==> config.mk <==
export PLATFORM = sky130hd
export DESIGN_NAME = integer_to_radix_ascii_core
export DESIGN_NICKNAME = d
export VERILOG_FILES = /design/src/ira_pkg.sv /design/src/integer_to_radix_ascii_core.sv /design/src/ira_ram.sv /design/src/ira_ctrl.sv /design/src/ira_datapath.sv
export SDC_FILE = /design/constraint.sdc
export NUM_CORES = 1
export LEC_CHECK = 0
export ABC_AREA = 1
export BUFFER_PORTS_ARGS = -buffer_cell sky130_fd_sc_hd__clkbuf_2
export CAP_MARGIN = 10
export CORE_UTILIZATION = 31
export DETAILED_ROUTE_END_ITERATION = 7
export PLACE_DENSITY = 0.43
export SETUP_SLACK_MARGIN = 0.2
export SLEW_MARGIN = 40
export SYNTH_ARGS = -nofsm -noshare
export SYNTH_HDL_FRONTEND = slang
export SYNTH_HIERARCHICAL = 1
export SYNTH_SLANG_ARGS = --single-unit
export TNS_END_PERCENT = 50
==> constraint.sdc <==
create_clock -name clk -period 14.12 [get_ports clk]
set_clock_uncertainty 0.1 [all_clocks]
set_input_delay 0 -clock clk [delete_from_list [all_inputs] [get_ports clk]]
set_output_delay 0 -clock clk [all_outputs]
set_load 0.02 [all_outputs]
==> src/ira_pkg.sv <==
// Shared types, constants and helpers for the integer to radix ASCII core.
// Used by ira_ctrl, ira_datapath and integer_to_radix_ascii_core.
`default_nettype none

package ira_pkg;

  localparam int DIV_STEPS = 8;

  localparam logic [4:0] RADIX_MIN = 5'd2;
  localparam logic [4:0] RADIX_MAX = 5'd16;

  localparam logic [6:0] SIGN_CHAR  = 7'h2D;
  localparam logic [6:0] ZERO_CHAR  = 7'h30;
  localparam logic [6:0] UPPER_BASE = 7'h41;
  localparam logic [6:0] LOWER_BASE = 7'h61;
  localparam logic [3:0] TEN        = 4'd10;

  localparam int FLAG_UNSIGNED = 0;
  localparam int FLAG_LOWER    = 1;

  typedef struct packed {
    logic load;
    logic divide;
    logic ptr_dec;
    logic sel_sign;
  } ira_cmd_t;

  typedef struct packed {
    logic finish;
    logic ptr_zero;
    logic negative;
  } ira_status_t;

  function automatic logic [6:0] digit_char(input logic [3:0] d, input logic lower);
    logic [6:0] base;
    base = lower ? LOWER_BASE : UPPER_BASE;
    if (d < TEN) begin
      digit_char = ZERO_CHAR + {3'b000, d};
    end else begin
      digit_char = base + {3'b000, d - TEN};
    end
  endfunction

endpackage

`default_nettype wire

==> src/integer_to_radix_ascii_core.sv <==
// Integer to radix ASCII converter, top level. Depends on ira_pkg, ira_ctrl, ira_datapath.
// One transaction at a time. After the load, the divider finds each digit in chunks
// of 8 quotient bits per cycle.
// Output: sign character, then each digit as a buffer read followed by a present with ready high.
// rst is synchronous active high and returns the block to idle; the digit buffer is not cleared.
`default_nettype none

module integer_to_radix_ascii_core
  import ira_pkg::*;
#(
  parameter int VALUE_WIDTH = 32
) (
  input  wire logic        clk,
  input  wire logic        rst,
  input  wire logic        in_valid,
  output logic             in_ready,
  input  wire logic [31:0] value,
  input  wire logic [4:0]  radix,
  input  wire logic [1:0]  format_flags,
  output logic             out_valid,
  input  wire logic        out_ready,
  output logic [6:0]       character,
  output logic             last_char
);

  ira_cmd_t    cmd;
  ira_status_t status;

  ira_ctrl u_ctrl (
    .clk       (clk),
    .rst       (rst),
    .in_valid  (in_valid),
    .in_ready  (in_ready),
    .out_valid (out_valid),
    .out_ready (out_ready),
    .status    (status),
    .cmd       (cmd)
  );

  ira_datapath #(
    .VALUE_WIDTH (VALUE_WIDTH)
  ) u_datapath (
    .clk          (clk),
    .rst          (rst),
    .value        (value),
    .radix        (radix),
    .format_flags (format_flags),
    .cmd          (cmd),
    .status       (status),
    .character    (character),
    .last_char    (last_char)
  );

endmodule

`default_nettype wire

==> src/ira_ram.sv <==
// Generic single write port, single read port RAM with registered read data.
// No dependencies.
`default_nettype none

module ira_ram #(
  parameter int WIDTH = 4,
  parameter int DEPTH = 32
) (
  input  wire logic                     clk,
  input  wire logic                     wr_en,
  input  wire logic [$clog2(DEPTH)-1:0] wr_addr,
  input  wire logic [WIDTH-1:0]         wr_data,
  input  wire logic [$clog2(DEPTH)-1:0] rd_addr,
  output logic      [WIDTH-1:0]         rd_data
);

  logic [WIDTH-1:0] mem [DEPTH];

  always_ff @(posedge clk) begin
    if (wr_en) begin
      mem[wr_addr] <= wr_data;
    end
    rd_data <= mem[rd_addr];
  end

endmodule

`default_nettype wire

==> src/ira_ctrl.sv <==
// Sequencing state machine: load, digit division, sign and digit output.
// Depends on ira_pkg for command and status types.
`default_nettype none

module ira_ctrl
  import ira_pkg::*;
(
  input  wire logic        clk,
  input  wire logic        rst,
  input  wire logic        in_valid,
  output logic             in_ready,
  output logic             out_valid,
  input  wire logic        out_ready,
  input  wire ira_status_t status,
  output ira_cmd_t         cmd
);

  typedef enum logic [2:0] {
    IDLE,
    DIVIDE,
    SIGN,
    FETCH,
    SHOW
  } state_t;

  state_t state;
  state_t state_next;

  always_ff @(posedge clk) begin
    if (rst) begin
      state <= IDLE;
    end else begin
      state <= state_next;
    end
  end

  assign in_ready  = (state == IDLE);
  assign out_valid = (state == SIGN) || (state == SHOW);

  always_comb begin
    state_next   = state;
    cmd          = '0;
    cmd.sel_sign = (state == SIGN);
    case (state)
      IDLE: begin
        if (in_valid) begin
          cmd.load   = 1'b1;
          state_next = DIVIDE;
        end
      end
      DIVIDE: begin
        cmd.divide = 1'b1;
        if (status.finish) begin
          state_next = status.negative ? SIGN : FETCH;
        end
      end
      SIGN: begin
        if (out_ready) begin
          state_next = SHOW;
        end
      end
      FETCH: begin
        state_next = SHOW;
      end
      SHOW: begin
        if (out_ready) begin
          if (status.ptr_zero) begin
            state_next = IDLE;
          end else begin
            cmd.ptr_dec = 1'b1;
            state_next  = FETCH;
          end
        end
      end
      default: begin
        state_next = IDLE;
      end
    endcase
  end

endmodule

`default_nettype wire

==> src/ira_datapath.sv <==
// Magnitude register, chunked restoring divider, digit buffer and character decode.
// Depends on ira_pkg and ira_ram.
`default_nettype none

module ira_datapath
  import ira_pkg::*;
#(
  parameter int VALUE_WIDTH = 32
) (
  input  wire logic        clk,
  input  wire logic        rst,
  input  wire logic [31:0] value,
  input  wire logic [4:0]  radix,
  input  wire logic [1:0]  format_flags,
  input  wire ira_cmd_t    cmd,
  output ira_status_t      status,
  output logic [6:0]       character,
  output logic             last_char
);

  localparam int W      = VALUE_WIDTH;
  localparam int CHUNKS = (W + DIV_STEPS - 1) / DIV_STEPS;
  localparam int DW     = CHUNKS * DIV_STEPS;
  localparam int SW     = (CHUNKS > 1) ? $clog2(CHUNKS) : 1;
  localparam int AW     = $clog2(W);
  localparam int CW     = $clog2(W + 1);

  logic [DW-1:0] work;
  logic [3:0]    rem;
  logic [4:0]    radix_q;
  logic [SW-1:0] step;
  logic [CW-1:0] count;
  logic [AW-1:0] rd_ptr;
  logic          negative;
  logic          lower;

  logic [W-1:0]  val_w;
  logic [W-1:0]  mag_w;
  logic          neg_in;
  logic [4:0]    radix_sat;

  logic [DW-1:0] quot;
  logic [4:0]    part;
  logic          div_last;
  logic          wr_en;
  logic [3:0]    rd_data;

  assign val_w  = W'(value);
  assign neg_in = !format_flags[FLAG_UNSIGNED] && val_w[W-1];
  assign mag_w  = neg_in ? (~val_w + 1'b1) : val_w;

  always_comb begin
    radix_sat = radix;
    if (radix < RADIX_MIN) begin
      radix_sat = RADIX_MIN;
    end else if (radix > RADIX_MAX) begin
      radix_sat = RADIX_MAX;
    end
  end

  always_comb begin
    logic [4:0] t;
    part = (step == '0) ? 5'd0 : {1'b0, rem};
    quot = work;
    for (int i = 0; i < DIV_STEPS; i++) begin
      t = {part[3:0], quot[DW-1]};
      if (t >= radix_q) begin
        part = t - radix_q;
        quot = {quot[DW-2:0], 1'b1};
      end else begin
        part = t;
        quot = {quot[DW-2:0], 1'b0};
      end
    end
  end

  assign div_last = (step == SW'(CHUNKS - 1));
  assign wr_en    = cmd.divide && div_last;

  always_ff @(posedge clk) begin
    if (rst) begin
      step  <= '0;
      count <= '0;
    end else if (cmd.load) begin
      step  <= '0;
      count <= '0;
    end else if (cmd.divide) begin
      if (div_last) begin
        step  <= '0;
        count <= count + 1'b1;
      end else begin
        step <= step + 1'b1;
      end
    end
  end

  always_ff @(posedge clk) begin
    if (cmd.load) begin
      work     <= DW'(mag_w);
      radix_q  <= radix_sat;
      negative <= neg_in;
      lower    <= format_flags[FLAG_LOWER];
    end else if (cmd.divide) begin
      work <= quot;
      rem  <= part[3:0];
      if (div_last) begin
        rd_ptr <= count[AW-1:0];
      end
    end else if (cmd.ptr_dec) begin
      rd_ptr <= rd_ptr - 1'b1;
    end
  end

  ira_ram #(
    .WIDTH (4),
    .DEPTH (W)
  ) u_digits (
    .clk     (clk),
    .wr_en   (wr_en),
    .wr_addr (count[AW-1:0]),
    .wr_data (part[3:0]),
    .rd_addr (rd_ptr),
    .rd_data (rd_data)
  );

  assign status.finish   = div_last && ((quot == '0) || (count == CW'(W - 1)));
  assign status.ptr_zero = (rd_ptr == '0);
  assign status.negative = negative;

  assign character = cmd.sel_sign ? SIGN_CHAR : digit_char(rd_data, lower);
  assign last_char = !cmd.sel_sign && (rd_ptr == '0);

endmodule

`default_nettype wire

After elaboration in Yosys (flattened, before gate mapping)
Memory sizes are Yosys's and may differ from the RTL's. A register that Yosys moved wholly into a read port is not among the register bits.
Cells that the tools add are included.
{ "word_totals": {"register_bits": 59, "ramBits": 128, "input_bits": 43, "output_inout_bits": 10, "memories": 1} }
{ "classes": {"addsub": 15, "magnitude_cmp": 11, "n_eq_ne": 11, "muxes": 43, "bitwise": 2, "n_reduce_logical": 20} }
{ "mem_list": {"columns": ["name", "depth", "word_bits", "read_ports", "rd_clocked_by_memory_dff", "write_ports", "line_no", "rtl"], "rows": [
  ["u_datapath.u_digits.mem", 32, 4, 1, 1, 1, "ira_ram.sv:17", "logic [WIDTH-1:0] mem [DEPTH];"]
]} }
{ "ops": {"columns": ["op", "n"], "rows": [
  ["two-way mux 32 bit", 3],
  ["greater-or-equal comparator 5 bit", 8],
  ["two-way mux 4 bit", 9],
  ["adder 32 x 1 -> 32 bit, second input constant", 1],
  ["zero test 32 bit", 1],
  ["inverter 32 bit", 1],
  ["subtractor 4 bit", 8],
  ["two-way mux 5 bit", 4],
  ["two-way mux 1 bit", 17],
  ["one-hot mux 3 bit (5 select lines)", 1],
  ["two-way mux 7 bit", 2],
  ["two-way mux 3 bit", 4],
  ["!= test 2 bit, second input constant", 5],
  ["adder 6 x 4 -> 7 bit, first input constant", 1],
  ["adder 7 x 4 -> 7 bit", 1],
  ["adder 6 x 1 -> 6 bit, second input constant", 1],
  ["== test 3 x 2 -> 1 bit, second input constant", 2],
  ["== test 6 x 5 -> 1 bit, second input constant", 1],
  ["two-way mux 6 bit", 1],
  ["greater-than comparator 5 bit, second input constant", 1],
  ["zero test 5 bit", 1],
  ["less-than comparator 5 x 2 -> 1 bit, second input constant", 1],
  ["subtractor 5 x 1 -> 5 bit, second input constant", 1],
  ["logical AND 1 bit", 4],
  ["17 further kinds", 23]
]} }

Longest topological paths before layout
Gate-level depths: netlist (run 1).
{ "logic_depth": {"word_depth": 23, "mapped_depth": 77, "depth_no_buf": 77} }

Modules after synthesis
The synthesis (run 1) kept the hierarchy.
{ "by_module_without_submodules": {"columns": ["module", "instances", "cells_per_inst", "area_each_um2", "seq_area_each_um2"], "rows": [
  ["ira_ram", 1, 486, 5496.5, 3923.8],
  ["ira_datapath", 1, 755, 5408.9, 1601.5],
  ["ira_ctrl", 1, 40, 231.5, 60.1]
]} }

Least setup slack after synthesis (run 1)
OpenSTA, ideal clock, no wires.
{ "synth_path": {"path_kind": "register to register", "start": "register u_datapath.radix_q[1]", "end": "register u_datapath.rem[2], data pin", "arrival_ns": 10.538, "slack_ns": 3.020, "stages_incl_launch_ff": 66, "n_path_buf": 0, "cell_sequence": "edfxtp_1 inv_1 nand3_1 nand2_1 inv_1 ha_1 inv_1 nand2_1 xor2_1 nand2_1 o21ai_1 ha_1 inv_1 nor3_1 nand2_1 nand3_1 inv_2 or2_0 [30 not listed] nor2_2 or2_2 and2_1 ha_1 nand2_1 nor2_1 nand2_1 o211ai_1 a21oi_2 or2_2 and2_1 ha_1 nand2_1 nor2_1 nand2_1 o211ai_1 nor2_1 o21ai_0"} }
{ "synth_via": {"elab_chain_cells": 16} }
{ "synth_rtl": {"columns": ["element", "line_no", "rtl"], "rows": [
  ["start: declaration", "ira_datapath.sv:30", "logic [4:0] radix_q;"],
  ["start signal: assignment", "ira_datapath.sv:100", "radix_q <= radix_sat;"],
  ["subtractor 4 bit or greater-or-equal comparator 5 bit (tied branches)", "ira_datapath.sv:68, ira_datapath.sv:67", null],
  ["two-way mux 4 bit", "ira_datapath.sv:67", "if (t >= radix_q) begin"],
  ["subtractor 4 bit or greater-or-equal comparator 5 bit (tied branches)", "ira_datapath.sv:68, ira_datapath.sv:67", null],
  ["two-way mux 4 bit", "ira_datapath.sv:67", null],
  ["subtractor 4 bit or greater-or-equal comparator 5 bit (tied branches)", "ira_datapath.sv:68, ira_datapath.sv:67", null],
  ["two-way mux 4 bit", "ira_datapath.sv:67", null],
  ["greater-or-equal comparator 5 bit or subtractor 4 bit (tied branches)", "ira_datapath.sv:67, ira_datapath.sv:68", null],
  ["two-way mux 4 bit", "ira_datapath.sv:67", null],
  ["subtractor 4 bit or greater-or-equal comparator 5 bit (tied branches)", "ira_datapath.sv:68, ira_datapath.sv:67", null],
  ["two-way mux 4 bit", "ira_datapath.sv:67", null],
  ["subtractor 4 bit or greater-or-equal comparator 5 bit (tied branches)", "ira_datapath.sv:68, ira_datapath.sv:67", null],
  ["two-way mux 4 bit", "ira_datapath.sv:67", null],
  ["greater-or-equal comparator 5 bit or subtractor 4 bit (tied branches)", "ira_datapath.sv:67, ira_datapath.sv:68", null],
  ["two-way mux 4 bit", "ira_datapath.sv:67", null],
  ["subtractor 4 bit or greater-or-equal comparator 5 bit (tied branches)", "ira_datapath.sv:68, ira_datapath.sv:67", null],
  ["two-way mux 4 bit *", "ira_datapath.sv:67", null],
  ["net u_datapath.part[2]", "ira_datapath.sv:43", "logic [4:0] part;"],
  ["end signal: assignment", "ira_datapath.sv:105", "rem <= part[3:0];"],
  ["end: declaration", "ira_datapath.sv:29", "logic [3:0] rem;"]
]} }
Mark *: on every way through the listed nets, which the timed path passes. The rest lies on a longest branch.
A chain may end at the register's enable or synchronous reset.

==> results.py, run 1 <==
metrics = {
    "place": {
        "final_replace_weighted_congestion": 0.840,
        "detailedPlacementHpwl_um": 20600,
        "place.port_buffers": 52,
    },
    "route": {
        "drtIter0Drc": 424,
        "ant_nets": 0,
        "route.final.wire_length_um": 28900,
        "first_pass_iters": 7,
        "drc": 2,
        "avgViaCountPerCell": 4.74,
        "routedWlPerCell_um": 15.7,
        "via_count": 8719,
    },
    "yosys": {
        "ys_seq_elements": 191,
        "synthDominantAreaCellType": "sky130_fd_sc_hd__edfxtp_1",
        "post_synth_main_area_contributors": "sky130_fd_sc_hd__edfxtp_1, sky130_fd_sc_hd__nand2_1, sky130_fd_sc_hd__nand3_1",
        "syn-num-nets": 1378,
        "synth_edf_count": 176,
        "synth-warning-count": 6,
        "postSynthCellCount": 1281,
        "synth-async-reset-ratio_pct": 0,
        "post_synth_instance_area_um2": 11100,
        "dominantRegCellSynth": "sky130_fd_sc_hd__edfxtp_1",
        "postSynthAreaPerCell_um2": 8.69,
        "yosysSeqAreaShare_pct": 50.2,
        "number_of_unique_standard_cell_types_used_by_synthesis": 46,
        "yosysTopAreaCellShare_pct": 47.5,
    },
    "cts": {
        "cts_tree": "yes",
        "clockRootBuffer": "sky130_fd_sc_hd__clkbuf_16",
        "numClockSinks": 191,
        "worst_setup_hold_path_clk_slew_ps": 70,
        "clock_insertion_delay_worst_skew_ps": 440,
        "cts_max_level": 4,
        "post-cts-setup-buffer-count": 0,
        "cts_buffer_depth": 2,
        "cts-buffers-inserted": 17,
    },
    "setup_path": {
        "timing.critical_path.mode_cell": "sky130_fd_sc_hd__nand2_1",
        "reg2regPathDepth": 73,
        "endpoint": "u_ctrl/state[2]$_SDFFE_PP0P_",
        "cp.required_ps": 14400,
        "timing.rr.end": "u_ctrl/state[2]$_SDFFE_PP0P_",
        "critical-path-slowest-cell": "sky130_fd_sc_hd__edfxtp_1",
        "crit_path_end_kind": "register",
        "worst-r2r-setup-slack_ps": 1820,
        "critPathMaxStageDelay_ps": 600,
        "crit-reg2reg-launch": "u_datapath/radix_q[1]$_SDFFCE_PP1P_",
        "crit_start": "u_datapath/radix_q[1]$_SDFFCE_PP1P_",
        "path_class": "register to register",
        "path_max_fanout": 10,
        "cp_data_arrival_time_ps": 12580,
        "worstSetupStartpointType": "register",
    },
    "floorplanning": {
        "initial_cell_density_of_the_core_pct": 31.4,
        "coreArea_um2": 35500,
        "die-height_um": 192,
        "floorplan.io_pins": 53,
        "placement_rows": 69,
        "dieArea_um2": 36700,
        "die_w_um": 192,
    },
    "layout": {
        "num-nets-final": 1463,
        "fillCellCount": 3729,
        "synthToLayoutAreaGrowth_pct": 15.2,
        "diodes": 0,
        "drive_above_1_share_pct": 10.4,
    },
    "sta": {
        "max_slew_margin_pct": 49.8,
        "fmax_ghz": 0.0813,
        "timing.final.crit_period_ps": 12300,
        "setup-tns-final_ps": 0,
        "timing_hold_violations_final": 0,
        "slew_worst_pin_ps": 750,
        "setup_viol": 0,
        "min_period_over_period_pct": 87.1,
        "grt_setup_unrepaired": "no",
        "finalMaxSlewViolations": 0,
    },
    "status": {
        "failed_checks": "design-rule violations",
        "run_status": "complete, but fails checks",
    },
    "global_routing": {
        "gr-total-overflow": 0,
        "gr-usage-all-layers_pct": 16.4,
        "largest_net_degree_at_the_start_of_global_routing": 49,
        "grt_first_pass_wirelength_um": 46300,
        "number_of_antenna_violations_at_the_first_check_in_global_routing": 0,
        "first_global_vias": 8632,
    },
    "job": {
        "maxCapViolations": 0,
    },
    "min_path": {
        "timing.hold.worst.class": "primary input to register",
    },
}
synthesized netlist by cell type (8+ instances only):
cell	number
sky130_fd_sc_hd__nor3_1	13
sky130_fd_sc_hd__nand4_1	26
sky130_fd_sc_hd__or2_2	8
sky130_fd_sc_hd__xor2_1	23
sky130_fd_sc_hd__ha_1	47
sky130_fd_sc_hd__o21ai_0	46
sky130_fd_sc_hd__dfxtp_1	15
sky130_fd_sc_hd__inv_2	13
sky130_fd_sc_hd__edfxtp_1	176
sky130_fd_sc_hd__nand3_1	180
sky130_fd_sc_hd__xnor2_1	10
sky130_fd_sc_hd__buf_2	11
sky130_fd_sc_hd__nand2_1	362
sky130_fd_sc_hd__a21oi_1	35
sky130_fd_sc_hd__inv_1	122
sky130_fd_sc_hd__nor2_1	96
sky130_fd_sc_hd__clkbuf_1	8
cells by family after synthesis:
group	after synthesis	synth area share, %
XOR/XNOR	33	2.60
adder cells (fa/ha/maj)	54	6.54
AND/OR/NAND/NOR	724	28.6
AO/OA/AOI/OAI	106	5.24
buffers and inverters	173	6.89
flip-flops	191	50.2
per-layer routing:
layer,part of all wire (%),up-vias,GRT usage [%]
li1,-,4481,-
met1,46,4087,20.8
met2,50,128,28.7
met3,2.4,23,2.37
met4,1.7,0,4.73
met5,0,-,0
flip-flops by register name, indices dropped and copies added (netlist names):
| name | flops |
|---|---|
| u_datapath/radix_q | 5 |
| u_datapath/count | 6 |
| u_datapath/negative | 1 |
| u_datapath/work | 32 |
| u_ctrl/state | 3 |
| u_datapath/rd_ptr | 5 |
| u_datapath/rem | 4 |
| u_datapath/u_digits/rd_data | 4 |
| u_datapath/step | 2 |
| u_datapath/lower | 1 |
| u_datapath/u_digits/mem | 128 |
final cells by class:
class | instances | area, µm² | area share, %
tap | 461 | 577 | 4.50
multi-input combinational | 917 | 4810 | 37.5
timing repair buffer | 103 | 769 | 6.00
clock buffer | 17 | 425 | 3.32
sequential | 191 | 5590 | 43.5
clock inverter | 15 | 153 | 1.19
inverter | 136 | 512 | 3.99
per-stage QoR:
step | worst slack, ps | area (µm²) | utilization, % | instances | hold WS, ps
after global routing | 320 | 12800 | 36.2 | 1840 | 25.6
after floorplan | 3020 | 11100 | - | 1281 | -30.9
after CTS | 1720 | 12800 | 36.2 | 1840 | 11.3
after global placement | 2340 | 11800 | 33.3 | 1765 | 76.4
after detailed placement | 2310 | 11800 | 33.4 | 1767 | 79.1
final | 1820 | 12800 | 36.2 | 1840 | 23.3
worst min path at each step:
stage / startpoint / to / cells after the start
floorplan: rst / u_ctrl/state[0]$_SDFFE_PP0P_ / 1
global placement: format_flags[1] / u_datapath/lower$_DFFE_PP_ / 1
detailed placement: format_flags[1] / u_datapath/lower$_DFFE_PP_ / 1
CTS: value[29] / u_datapath/work[29]$_DFFE_PP_ / 4
global route: value[29] / u_datapath/work[29]$_DFFE_PP_ / 4
finish: value[29] / u_datapath/work[29]$_DFFE_PP_ / 4
timing repair:
action,4_1_cts,5_1_grt
hold endpoints to repair,44,0
hold buffers,41,0
gates resized for setup,0,0
critical path: cells and delay by family (launching register included):
family                   cells  cell delay (ps)
AND/OR/NAND/NOR             42             6080
adder cells (fa/ha/maj)      8             2370
buffers and inverters       15             1840
AO/OA/AOI/OAI                7             1080
flip-flops                   1              600
XOR/XNOR                     1              160
layout by cell type, fill, tap and decap left out, types with 3 or more instances in the layout:
cell type / n
sky130_fd_sc_hd__and2_1: 7
sky130_fd_sc_hd__nand2_1: 360
sky130_fd_sc_hd__inv_1: 122
sky130_fd_sc_hd__or2_2: 8
sky130_fd_sc_hd__xnor2_1: 10
sky130_fd_sc_hd__or2_1: 5
sky130_fd_sc_hd__a21o_1: 3
sky130_fd_sc_hd__buf_4: 8
sky130_fd_sc_hd__nor2_1: 96
sky130_fd_sc_hd__clkinv_2: 3
sky130_fd_sc_hd__nand3_1: 180
sky130_fd_sc_hd__dlygate4sd3_1: 41
sky130_fd_sc_hd__xor2_1: 23
sky130_fd_sc_hd__nand4_1: 26
sky130_fd_sc_hd__clkbuf_2: 52
sky130_fd_sc_hd__fa_1: 7
sky130_fd_sc_hd__o21ai_1: 3
sky130_fd_sc_hd__clkinv_8: 3
sky130_fd_sc_hd__a21oi_1: 35
sky130_fd_sc_hd__nor3_1: 12
sky130_fd_sc_hd__inv_8: 4
sky130_fd_sc_hd__o21ai_0: 44
sky130_fd_sc_hd__dfxtp_1: 15
sky130_fd_sc_hd__ha_1: 47
sky130_fd_sc_hd__clkbuf_16: 17
sky130_fd_sc_hd__clkinvlp_4: 3
sky130_fd_sc_hd__o211ai_1: 4
sky130_fd_sc_hd__nand3_2: 5
sky130_fd_sc_hd__nor3_2: 3
sky130_fd_sc_hd__inv_2: 13
sky130_fd_sc_hd__nand2_2: 8
sky130_fd_sc_hd__or2_0: 4
sky130_fd_sc_hd__edfxtp_1: 176
sky130_fd_sc_hd__a31oi_1: 6
sky130_fd_sc_hd__nor2_2: 5
Power of run 1 is not shown: default switching activity piles up to over one toggle a cycle in this logic, so the estimate is an artifact.
==> run 2, diff against run 1 <==
--- a/config.mk
+++ b/config.mk
@@ -6,9 +6,11 @@
 export NUM_CORES = 1
 export LEC_CHECK = 0
 export ABC_AREA = 1
+export ABC_CLOCK_PERIOD_IN_PS = 14120
 export BUFFER_PORTS_ARGS = -buffer_cell sky130_fd_sc_hd__clkbuf_2
 export CAP_MARGIN = 10
 export CORE_UTILIZATION = 31
+export CTS_BUF_LIST = sky130_fd_sc_hd__clkbuf_4
 export DETAILED_ROUTE_END_ITERATION = 7
 export PLACE_DENSITY = 0.43
 export SETUP_SLACK_MARGIN = 0.2
==> run 2 against run 1 <==
Against the previous run:
- first-iteration DRC count down 2.8%
- the run still ends with design-rule violations left
- cell count grew 1.4%
- non-clock buffer count increased by 24
- highest routed layer unchanged
- core utilization decreased by 0.16 points
==> results.py, run 2 (synthesized netlist as in run 1, its figures left out) <==
metrics = {
    "status": {
        "run_status": "complete, but fails checks",
        "failed_checks": "design-rule violations",
    },
    "layout": {
        "most_common_cell_after_layout_fill_and_taps_aside": "sky130_fd_sc_hd__nand2_1",
        "most-common-layout-cells": "sky130_fd_sc_hd__nand2_1, sky130_fd_sc_hd__nand3_1, sky130_fd_sc_hd__edfxtp_1",
        "sequential_cell_area_um2": 5590,
        "synthToLayoutAreaGrowth_pct": 14.7,
        "num-nets-final": 1487,
        "fillCellCount": 3755,
        "reg_top3": "u_datapath/u_digits/mem x128, u_datapath/work x32, u_datapath/count x6",
        "finalNonFillerCells": 1865,
        "multi_input_area_um2": 4810,
        "largest_reg_flops": 128,
        "largest-register": "u_datapath/u_digits/mem",
        "drive_above_1_share_pct": 10.2,
    },
    "floorplanning": {
        "die_w_um": 192,
        "initial_cell_density_of_the_core_pct": 31.4,
        "dieArea_um2": 36700,
        "coreArea_um2": 35500,
        "floorplan.io_pins": 53,
        "die-height_um": 192,
        "placement_rows": 69,
    },
    "setup_path": {
        "critPathMaxStageDelay_ps": 630,
        "crit_path_end_kind": "register",
        "worst-r2r-setup-slack_ps": 1810,
        "timing.rr.end": "u_ctrl/state[2]$_SDFFE_PP0P_",
        "critical-path-slowest-cell": "sky130_fd_sc_hd__edfxtp_1",
        "reg2regPathDepth": 73,
        "worstSetupStartpointType": "register",
        "cp.required_ps": 14560,
        "cp_data_arrival_time_ps": 12750,
        "path_max_fanout": 10,
        "crit-reg2reg-launch": "u_datapath/radix_q[1]$_SDFFCE_PP1P_",
        "timing.critical_path.mode_cell": "sky130_fd_sc_hd__nand2_1",
        "path_class": "register to register",
    },
    "min_path": {
        "min_from": "rst",
        "timing.hold.worst.class": "primary input to register",
        "hold-path-endpoint": "u_ctrl/state[0]$_SDFFE_PP0P_",
        "worst_hold_path.num_cells": 3,
    },
    "sta": {
        "setup-tns-final_ps": 0,
        "grt_setup_unrepaired": "no",
        "finalMaxSlewViolations": 0,
        "timing_hold_violations_final": 0,
        "slew_worst_pin_ps": 751,
        "setup_viol": 0,
        "min_period_over_period_pct": 87.2,
        "timing.final.crit_period_ps": 12310,
        "max_slew_margin_pct": 49.8,
        "fmax_ghz": 0.0812,
    },
    "cts": {
        "post-cts-setup-buffer-count": 0,
        "cts-buffers-inserted": 17,
        "worst_setup_hold_path_clk_slew_ps": 160,
        "clockRootBuffer": "sky130_fd_sc_hd__clkbuf_4",
        "cts_buffer_depth": 2,
        "clock_insertion_delay_worst_skew_ps": 610,
        "cts_tree": "yes",
        "cts_max_level": 4,
        "cts-hold-fix-buffers": 65,
        "cts-resized-gates": 0,
        "numClockSinks": 191,
    },
    "route": {
        "ant_nets": 0,
        "drc": 2,
        "via_count": 8857,
        "drtIter0Drc": 412,
        "routedWlPerCell_um": 15.6,
        "first_pass_iters": 7,
        "route.final.wire_length_um": 29000,
        "avgViaCountPerCell": 4.75,
    },
    "global_routing": {
        "largest_net_degree_at_the_start_of_global_routing": 49,
        "first_global_vias": 8693,
        "grt_first_pass_wirelength_um": 46400,
        "gr-total-overflow": 0,
        "number_of_antenna_violations_at_the_first_check_in_global_routing": 1,
        "gr-usage-all-layers_pct": 16.4,
    },
    "place": {
        "final_replace_weighted_congestion": 0.840,
        "placed_cells": 1767,
        "place.port_buffers": 52,
        "detailedPlacementHpwl_um": 20600,
    },
    "job": {
        "maxCapViolations": 0,
    },
}
==> run 2: cell types whose count changed in the layout (fill, tap and decap cells not counted), sizes merged <==
| cell | change |
|---|---|
| dlygate4sd3 | +24 |
| diode | +1 |
==> run 2: how the worst max path moves through the flow <==
stage | start | to | slack, ps | depth (start not counted)
4_1_cts | u_datapath/radix_q[1]$_SDFFCE_PP1P_ | u_ctrl/state[1]$_SDFFE_PP0P_ | 1700 | 73
2_1_floorplan | u_datapath/radix_q[1]$_SDFFCE_PP1P_ | u_datapath/rem[2]$_DFFE_PP_ | 3020 | 65
3_3_place_gp | u_datapath/radix_q[1]$_SDFFCE_PP1P_ | u_datapath/u_digits/mem[21][3]$_DFFE_PP_ | 2340 | 64
5_1_grt | u_datapath/radix_q[1]$_SDFFCE_PP1P_ | u_ctrl/state[2]$_SDFFE_PP0P_ | 280 | 73
6_report | u_datapath/radix_q[1]$_SDFFCE_PP1P_ | u_ctrl/state[2]$_SDFFE_PP0P_ | 1810 | 73
3_5_place_dp | u_datapath/radix_q[1]$_SDFFCE_PP1P_ | u_ctrl/state[1]$_SDFFE_PP0P_ | 2310 | 72
==> run 2: worst max-delay path, delay by kind of cell (launching register included) <==
kind | cells | cell delay [ps]
fa+ha+maj | 8 | 2370
compound gates | 7 | 1080
buf+inv | 15 | 1840
simple gates | 42 | 6060
flops | 1 | 630
xor+xnor | 1 | 160
==> run 2: through the flow <==
step	hold slack [ps]	area, µm²	setup slack, ps	utilization [%]
floorplan	-30.9	11100	3020	-
CTS	9.88	12800	1700	36.0
global route	16.5	12800	283	36.0
global placement	76.4	11800	2340	33.3
finish	58.1	12800	1810	36.0
detailed placement	79.1	11800	2310	33.4
==> run 2: per-layer routing <==
metal	track usage (%)	up-vias	part of all wire (%)
met3	2.46	24	2.2
met5	0	-	0
met4	4.33	0	1.8
met2	29.0	113	50
li1	-	4531	-
met1	20.7	4189	46
==> run 2: area by class of cell <==
class                           count  share of cell area [%]
Sequential cell                   191                    43.7
Multi-Input combinational cell    917                    37.6
Timing Repair Buffer              127                    7.90
Antenna cell                        1                  0.0196
Inverter                          136                    4.01
Clock inverter                     15                    1.19
Tap cell                          461                    4.51
Clock buffer                       17                   0.999
Power of run 2 is left out for the same reason.
==> run 3, diff against run 2 <==
--- a/config.mk
+++ b/config.mk
@@ -12,7 +12,9 @@
 export CORE_UTILIZATION = 31
 export CTS_BUF_LIST = sky130_fd_sc_hd__clkbuf_4
 export DETAILED_ROUTE_END_ITERATION = 7
+export GPL_ROUTABILITY_DRIVEN = 0
 export PLACE_DENSITY = 0.43
+export REMOVE_ABC_BUFFERS = 1
 export SETUP_SLACK_MARGIN = 0.2
 export SLEW_MARGIN = 40
 export SYNTH_ARGS = -nofsm -noshare
==> run 3 against run 2 <==
Against the previous run:
- the run now ends clean
- core utilization increased by 0.18 points
- cell count up 0.21%
- fmax fell by 0.52%
- sequential share of layout area is 0.21 points lower
- largest cell class unchanged
==> results.py, run 3 (synthesized netlist as in run 1, its figures left out) <==
metrics = {
    "status": {
        "run_status": "completed",
    },
    "setup_path": {
        "path_max_fanout": 10,
        "timing.critical_path.mode_cell": "sky130_fd_sc_hd__nand2_1",
        "crit-reg2reg-launch": "u_datapath/radix_q[1]$_SDFFCE_PP1P_",
        "reg2regPathDepth": 73,
        "worst-r2r-setup-slack_ps": 1740,
        "critical-path-slowest-cell": "sky130_fd_sc_hd__edfxtp_1",
        "crit_path_end_kind": "register",
        "worstSetupStartpointType": "register",
        "cp.required_ps": 14570,
        "critPathMaxStageDelay_ps": 620,
        "timing.rr.end": "u_ctrl/state[1]$_SDFFE_PP0P_",
        "path_class": "register to register",
        "cp_data_arrival_time_ps": 12830,
    },
    "min_path": {
        "min_from": "rst",
        "timing.hold.worst.class": "primary input to register",
        "worst_hold_path.num_cells": 3,
        "hold-path-endpoint": "u_ctrl/state[0]$_SDFFE_PP0P_",
    },
    "sta": {
        "fmax_ghz": 0.0808,
        "slew_worst_pin_ps": 749,
        "max_slew_margin_pct": 50.0,
        "finalMaxSlewViolations": 0,
        "setup-tns-final_ps": 0,
        "grt_setup_unrepaired": "no",
        "fin_worst_hold_slack_ps": 70.6,
        "min_period_over_period_pct": 87.6,
        "timing_hold_violations_final": 0,
        "setup_viol": 0,
        "timing.final.crit_period_ps": 12380,
    },
    "layout": {
        "largest-register": "u_datapath/u_digits/mem",
        "final_design_area_no_fill_um2": 12800,
        "drive_above_1_share_pct": 10.3,
        "largest_reg_flops": 128,
        "synthToLayoutAreaGrowth_pct": 15.3,
        "fillCellCount": 3696,
        "num-nets-final": 1491,
        "sequential_cell_area_um2": 5590,
        "reg_top3": "u_datapath/u_digits/mem x128, u_datapath/work x32, u_datapath/count x6",
        "most_common_cell_after_layout_fill_and_taps_aside": "sky130_fd_sc_hd__nand2_1",
        "most-common-layout-cells": "sky130_fd_sc_hd__nand2_1, sky130_fd_sc_hd__nand3_1, sky130_fd_sc_hd__edfxtp_1",
        "multi_input_area_um2": 4810,
    },
    "floorplanning": {
        "placement_rows": 69,
        "die_w_um": 192,
        "dieArea_um2": 36700,
        "floorplan.io_pins": 53,
        "die-height_um": 192,
        "coreArea_um2": 35500,
        "initial_cell_density_of_the_core_pct": 31.4,
    },
    "global_routing": {
        "first_global_vias": 8720,
        "number_of_antenna_violations_at_the_first_check_in_global_routing": 1,
        "gr-usage-all-layers_pct": 16.5,
        "gr-total-overflow": 0,
        "grt_first_pass_wirelength_um": 46700,
        "largest_net_degree_at_the_start_of_global_routing": 65,
    },
    "route": {
        "first_pass_iters": 5,
        "avgViaCountPerCell": 4.74,
        "via_count": 8854,
        "ant_nets": 0,
        "route.final.wire_length_um": 29000,
        "drc": 0,
        "drtIter0Drc": 564,
        "wl_met3_um": 807,
        "wl_met1_um": 13200,
        "top_metal_layer_carrying_routed_signals": "met4",
        "met2RoutedLength_um": 14800,
        "routedWlPerCell_um": 15.5,
    },
    "cts": {
        "clockRootBuffer": "sky130_fd_sc_hd__clkbuf_4",
        "clock_insertion_delay_worst_skew_ps": 600,
        "cts_max_level": 4,
        "worst_setup_hold_path_clk_slew_ps": 180,
        "cts-buffers-inserted": 17,
        "numClockSinks": 191,
        "cts_buffer_depth": 2,
        "cts_tree": "yes",
    },
    "job": {
        "maxCapViolations": 0,
    },
    "place": {
        "detailedPlacementHpwl_um": 20400,
        "place.port_buffers": 52,
        "post_dp_cell_area_um2": 11900,
    },
}
==> run 3: cell types whose count changed in the layout (fill, tap and decap cells not counted), sizes merged <==
cell         before  now
inv             140  141
dlygate4sd3      65   68
clkinv            8   10
clkinvlp          3    0
buf              10   11
==> run 3: routing by layer <==
metal / track usage [%] / vias to the layer above
met5: 0 / -
met1: 21.0 / 4173
met2: 30.0 / 120
met3: 2.31 / 11
li1: - / 4550
met4: 2.78 / 0
==> run 3: worst max path at each step <==
stage | startpoint | endpoint | cells past startpoint
2_1_floorplan | u_datapath/radix_q[1]$_SDFFCE_PP1P_ | u_datapath/rem[2]$_DFFE_PP_ | 65
3_5_place_dp | u_datapath/radix_q[1]$_SDFFCE_PP1P_ | u_ctrl/state[1]$_SDFFE_PP0P_ | 72
3_3_place_gp | u_datapath/radix_q[1]$_SDFFCE_PP1P_ | u_datapath/u_digits/mem[23][3]$_DFFE_PP_ | 63
4_1_cts | u_datapath/radix_q[1]$_SDFFCE_PP1P_ | u_ctrl/state[1]$_SDFFE_PP0P_ | 73
5_1_grt | u_datapath/radix_q[1]$_SDFFCE_PP1P_ | u_ctrl/state[1]$_SDFFE_PP0P_ | 73
6_report | u_datapath/radix_q[1]$_SDFFCE_PP1P_ | u_ctrl/state[1]$_SDFFE_PP0P_ | 73
==> run 3: cell type report <==
cell class / count / area share, %
Antenna cell: 1 / 0.0195
Clock buffer: 17 / 0.994
Clock inverter: 15 / 1.31
Inverter: 136 / 3.99
Multi-Input combinational cell: 917 / 37.5
Sequential cell: 191 / 43.5
Tap cell: 461 / 4.49
Timing Repair Buffer: 131 / 8.22
==> run 3: stage by stage <==
| stage | utilization [%] | instances | setup WS [ps] |
|---|---|---|---|
| after floorplan | - | 1244 | 3020 |
| after global placement | 33.3 | 1765 | 2320 |
| after detailed placement | 33.4 | 1768 | 2110 |
| after CTS | 36.2 | 1868 | 1520 |
| after global routing | 36.2 | 1869 | 451 |
| final | 36.2 | 1869 | 1740 |
==> run 3: critical path: cells and delay by family (launching register included) <==
family / cells / cell delay, ps
and+or+nand+nor: 42 / 6060
adders and majority gates: 8 / 2360
buffers and inverters: 15 / 1870
AOI/OAI and AO/OA: 7 / 1130
DFF: 1 / 620
xor gates and xnor gates: 1 / 160
==> run 3: timing repair <==
action                                 CTS  global route
gates resized for setup                  0             1
setup buffers                            0             0
setup endpoints to repair                0             1
hold buffers                            68             0
endpoints found under the hold margin   61             0
Power of run 3 is left out for the same reason.
